--- src/sbeu_pkg.sv ---
// Shared types, codes and defaults for the stack bytecode execute unit.
// No dependencies; the front, back and top files use it by scoped names.
package sbeu_pkg;

    localparam int unsigned DATA_DEPTH_DEF = 4096;
    localparam int unsigned IP_ADDR_DEF    = 0;
    localparam int unsigned BP_ADDR_DEF    = 1;
    localparam int unsigned SP_ADDR_DEF    = 2;
    localparam int unsigned AX_ADDR_DEF    = 3;
    localparam int unsigned QUEUE_DEPTH    = 2;
    localparam int unsigned QPTR_W         = $clog2(QUEUE_DEPTH);
    localparam int unsigned QCNT_W         = $clog2(QUEUE_DEPTH + 1);

    typedef enum logic [1:0] {
        MODE_EXEC,
        MODE_RESTART,
        MODE_WRITE,
        MODE_READ
    } mode_t;

    typedef enum logic [4:0] {
        OP_PUSH, OP_POP, OP_SET, OP_INC, OP_DEC, OP_JMP, OP_JZ, OP_MOV,
        OP_ADD, OP_SUB, OP_MUL, OP_DIV, OP_MOD, OP_ASS, OP_EQ, OP_GT,
        OP_LT, OP_AND, OP_OR, OP_NOT, OP_AG, OP_AL, OP_VAL, OP_CALL,
        OP_CAPI, OP_EXIT
    } op_t;

    typedef enum logic [1:0] {
        ST_OK,
        ST_DIV0,
        ST_RANGE,
        ST_BADOP
    } status_t;

    typedef enum logic [1:0] {
        BS_IDLE,
        BS_WAIT,
        BS_EXEC,
        BS_DIV
    } back_state_t;

    // decoded word as it sits in the queue
    typedef struct packed {
        mode_t       mode;
        logic [4:0]  opcode;
        logic [1:0]  len;
        logic        is_alu;
        logic [31:0] a;
        logic [31:0] b;
    } item_t;

    typedef struct packed {
        logic [31:0] next_ip;
        logic [31:0] accumulator;
        logic [31:0] read_value;
        logic        api_request;
        logic [31:0] api_argument;
        logic        halted;
        status_t     status;
    } result_t;

    function automatic logic [1:0] op_len(input logic [4:0] op);
        logic [1:0] len;
        unique case (op) inside
            OP_PUSH, OP_POP, OP_JMP, OP_JZ, OP_AG, OP_AL, OP_CALL, OP_CAPI:
                len = 2'd2;
            OP_SET, OP_INC, OP_DEC, OP_MOV:
                len = 2'd3;
            default:
                len = 2'd1;
        endcase
        return len;
    endfunction

    function automatic logic op_is_alu(input logic [4:0] op);
        logic alu;
        unique case (op) inside
            OP_ADD, OP_SUB, OP_MUL, OP_DIV, OP_MOD, OP_ASS, OP_EQ, OP_GT,
            OP_LT, OP_AND, OP_OR:
                alu = 1'b1;
            default:
                alu = 1'b0;
        endcase
        return alu;
    endfunction

endpackage

--- src/sbeu_front.sv ---
// Front end: accepts input words, classifies the opcode, queues the result.
// Depends on sbeu_pkg.
module sbeu_front (
    input  logic                 clk,
    input  logic                 rst_n,
    input  logic                 in_valid,
    output logic                 in_stall,
    input  logic [1:0]           mode,
    input  logic [4:0]           opcode,
    input  logic signed [31:0]   operand_a,
    input  logic signed [31:0]   operand_b,
    output logic                 q_valid,
    output sbeu_pkg::item_t      q_item,
    input  logic                 q_pop
);

    sbeu_pkg::item_t                    q_reg [sbeu_pkg::QUEUE_DEPTH];
    logic [sbeu_pkg::QPTR_W-1:0]        wr_ptr_reg, wr_ptr_next;
    logic [sbeu_pkg::QPTR_W-1:0]        rd_ptr_reg, rd_ptr_next;
    logic [sbeu_pkg::QCNT_W-1:0]        cnt_reg, cnt_next;
    logic                               push;
    logic                               pop;
    sbeu_pkg::item_t                    item_in;

    assign in_stall = (cnt_reg == sbeu_pkg::QCNT_W'(sbeu_pkg::QUEUE_DEPTH));
    assign q_valid  = (cnt_reg != '0);
    assign q_item   = q_reg[rd_ptr_reg];
    assign push     = in_valid && !in_stall;
    assign pop      = q_pop && q_valid;

    always_comb
    begin
        item_in.mode   = sbeu_pkg::mode_t'(mode);
        item_in.opcode = opcode;
        item_in.len    = sbeu_pkg::op_len(opcode);
        item_in.is_alu = sbeu_pkg::op_is_alu(opcode);
        item_in.a      = operand_a;
        item_in.b      = operand_b;
    end

    always_comb
    begin
        wr_ptr_next = wr_ptr_reg;
        rd_ptr_next = rd_ptr_reg;
        cnt_next    = cnt_reg;
        if (push)
        begin
            wr_ptr_next = (wr_ptr_reg == sbeu_pkg::QPTR_W'(sbeu_pkg::QUEUE_DEPTH - 1)) ?
                          '0 : wr_ptr_reg + 1'b1;
        end
        if (pop)
        begin
            rd_ptr_next = (rd_ptr_reg == sbeu_pkg::QPTR_W'(sbeu_pkg::QUEUE_DEPTH - 1)) ?
                          '0 : rd_ptr_reg + 1'b1;
        end
        if (push && !pop)
        begin
            cnt_next = cnt_reg + 1'b1;
        end
        else if (pop && !push)
        begin
            cnt_next = cnt_reg - 1'b1;
        end
    end

    always_ff @(posedge clk or negedge rst_n)
    begin
        if (!rst_n)
        begin
            wr_ptr_reg <= '0;
            rd_ptr_reg <= '0;
            cnt_reg    <= '0;
        end
        else
        begin
            wr_ptr_reg <= wr_ptr_next;
            rd_ptr_reg <= rd_ptr_next;
            cnt_reg    <= cnt_next;
        end
    end

    always_ff @(posedge clk)
    begin
        if (push)
        begin
            q_reg[wr_ptr_reg] <= item_in;
        end
    end

endmodule

--- config.mk ---
export PLATFORM = sky130hd
export DESIGN_NAME = sbeu_front
export DESIGN_NICKNAME = d
export VERILOG_FILES = /design/src/sbeu_pkg.sv /design/src/sbeu_front.sv
export SDC_FILE = /design/constraint.sdc
export NUM_CORES = 1
export LEC_CHECK = 0
export BUFFER_PORTS_ARGS = -buffer_cell sky130_fd_sc_hd__buf_4
export CAP_MARGIN = 15
export CORE_ASPECT_RATIO = 0.7
export CORE_MARGIN = 5
export CORE_UTILIZATION = 47
export DETAILED_ROUTE_END_ITERATION = 16
export HOLD_SLACK_MARGIN = 0.02
export PLACE_DENSITY = 0.71
export SLEW_MARGIN = 20
export SYNTH_ARGS = -nofsm -noshare
export SYNTH_HDL_FRONTEND = slang
export SYNTH_SLANG_ARGS = --single-unit
--- constraint.sdc ---
create_clock -name clk -period 4.4 [get_ports clk]
set_input_delay 0.88 -clock clk [delete_from_list [all_inputs] [get_ports clk]]
set_output_delay 0.88 -clock clk [all_outputs]
set_load 0.005 [all_outputs]
==> impl_metrics.tcl <==
set metrics [dict create \
    post_cts_resized 0 \
    dr_total_vias 2961 \
    maxCapViolCount 0 \
    relSlewSlack_pct 29.7 \
    clk_pin_slew_ns 0.06 \
    grt.total_usage_pct 15.1 \
    grt_max_degree 75 \
    finalWirelength_mm 11.0 \
    numCtsBuffers 17 \
    ys_seq_elements 152 \
    synth_edf_count 148 \
    grt_pass1_vias 3126 \
    synth_async_sr_flop_share_pct 2.63 \
    ant_nets 0 \
    io_buffer_count 150 \
    yosysTopAreaCell "edfxtp_1" \
    period_share_pct 69.1 \
    rsz0062_at_grt "false" \
    synth.distinct_cells 25 \
    skew_ns 0.00777 \
    io_pins 151 \
    netlist_instances 263 \
    die_width_um 143 \
    ctsHoldBuffers 0 \
    critPathRequiredTime_ns 3.52 \
    r2r_cells 2 \
    critPathSlowestCell "dfrtp_4" \
    critical_path_arrival_ns 2.16 \
    die_y_um 103 \
    reg2reg_from "cnt_reg[0]" \
    clk_latency_ns 0.41 \
    drive_above_1_share_pct 59.7 \
    syn-cell-area_um2 5840 \
    grt_overflow_total 0 \
    finalNetCount 503 \
    r2r_end "q_reg[1][2]" \
    ys_warn_count 0 \
    startpoint "rd_ptr_reg" \
    core_area_um2 12300 \
    gp_congestion 0.745 \
    initial_utilization_pct 47.5 \
    syn_area_per_cell_um2 22.2 \
    clock-sinks 152 \
    utilization_pct 62.6 \
    rrSetupSlack_ns 2.49 \
    tns_ns 0 \
    antennaDiodeCount 0 \
    cp-end-kind "output port" \
    area_growth_pct 31.9 \
    start_kind "register" \
    synth_nets 339 \
    viasPerCell 4.93 \
    crit_chain "buf_12 > mux2_2 > buf_4" \
    drt_iter0_markers 140 \
    place.detailed.hpwl_mm 7.19 \
    slew_viol_final 0 \
    drc 0 \
    slowest_delay_ns 0.82 \
    row_count 34 \
    cts_root_buf "clkbuf_16" \
    dr.pass1.iters 4 \
    die-area_um2 14800 \
    power.density_nw_per_um2 657 \
    grt_pass1_wl_mm 16.3 \
    tightest_slew_ns 1.06 \
    p_leak_nw 3.02 \
    hold_path.class "input port to async pin" \
    grt_antenna_before_repair 0 \
    htree_num_levels 4 \
    ys_top_cells_by_area "edfxtp_1 (76%), mux2_4 (13%), mux2_2 (4.6%)" \
    cts_tree "built" \
    setup_viol_count_final 0 \
    maxClockFrequency_mhz 329 \
    yosys_most_used_dff "edfxtp_1" \
    largest_register_ffs 148 \
    post_cts_buffers 0 \
    status "finished clean" \
    min_period_ns 3.04 \
    hold_violations 0 \
    wl_per_cell_um 18.3 \
    synth_top_area_share_pct 76.1 \
    path_max_fanout 38 \
    crit_type "register to output port" \
    clockBufferDepth 2 \
    synth_seq_area_share_pct 77.9 \
    vdd_drop_max_v 0.000367 \
]
-- critical path: cells and delay by family, from the launching register on --
kind | cells | cell delay (ns)
buf+inv | 2 | 0.49
flops | 1 | 0.82
mux | 1 | 0.38
-- worst max path at each step --
| stage | to |
|---|---|
| CTS | q_item[2] |
| global route | q_item[2] |
| finish | q_item[2] |
| global placement | q_item[2] |
| floorplan | q_reg[0][0] |
| detailed placement | q_item[2] |
-- synthesized netlist by cell type, types with 2 or more instances --
library cell	count
mux2_4	50
nand2_1	3
nor2_1	3
buf_2	2
xnor2_1	3
inv_1	3
buf_6	6
nand2b_1	2
xor2_1	2
dfrtp_1	4
edfxtp_1	148
mux2_2	24
-- cell families after synthesis --
| logic type | after synthesis | share of synthesized area (%) |
|---|---|---|
| flops | 152 | 77.9 |
| mux | 74 | 17.5 |
| simple gates | 14 | 1.44 |
| buf+inv | 11 | 1.52 |
| compound gates | 6 | 0.729 |
| xor+xnor | 5 | 0.750 |
| fa+ha+maj | 1 | 0.214 |
-- where the power goes --
part,switching (W),internal (W)
clock network,0.000544,0.000830
logic,0.000615,0.000912
registers,0.000166,0.00199
-- through the flow --
stage / setup WS, ns / instance area (um^2) / power (W) / hold slack, ns / instances
after floorplan: 1.08 / 5840 / 0.00304 / 0.456 / 263
after global placement: 1.76 / 7140 / 0.00371 / 0.475 / 570
after detailed placement: 1.78 / 7140 / 0.00375 / 0.485 / 570
after CTS: 1.33 / 7700 / 0.00513 / 0.243 / 601
after global routing: 1.26 / 7700 / 0.00531 / 0.232 / 601
final: 1.36 / 7700 / 0.00506 / 0.261 / 601
-- cell type report --
class	instances	area, um^2
fill	897	4590
clock buffer	19	433
timing repair buffer	153	1160
sequential	152	4550
clock inverter	12	128
multi-input combinational	100	1220
inverter	3	11.3
tap	162	203
-- routing by layer --
layer  vias up  wire length (um)  global-route usage (%)
met2       129              5340                    23.9
met5         -                 0                       0
li1       1367                 -                       -
met4         0               100                    4.75
met1      1454              4380                    18.3
met3        11              1200                    7.67
-- layout by cell type (no fill, tap or decap), types with 2 or more instances in the layout --
| cell | count |
|---|---|
| clkinv_2 | 3 |
| clkbuf_16 | 17 |
| inv_6 | 2 |
| nand2_1 | 3 |
| xnor2_1 | 3 |
| buf_4 | 152 |
| clkinvlp_4 | 3 |
| nor2_1 | 2 |
| inv_1 | 3 |
| dfrtp_1 | 3 |
| mux2_2 | 24 |
| edfxtp_1 | 148 |
| xor2_1 | 2 |
| mux2_4 | 50 |
| clkbuf_1 | 2 |
| nand2b_1 | 2 |
| bufinv_16 | 2 |
(Power assumes the default switching activity.)
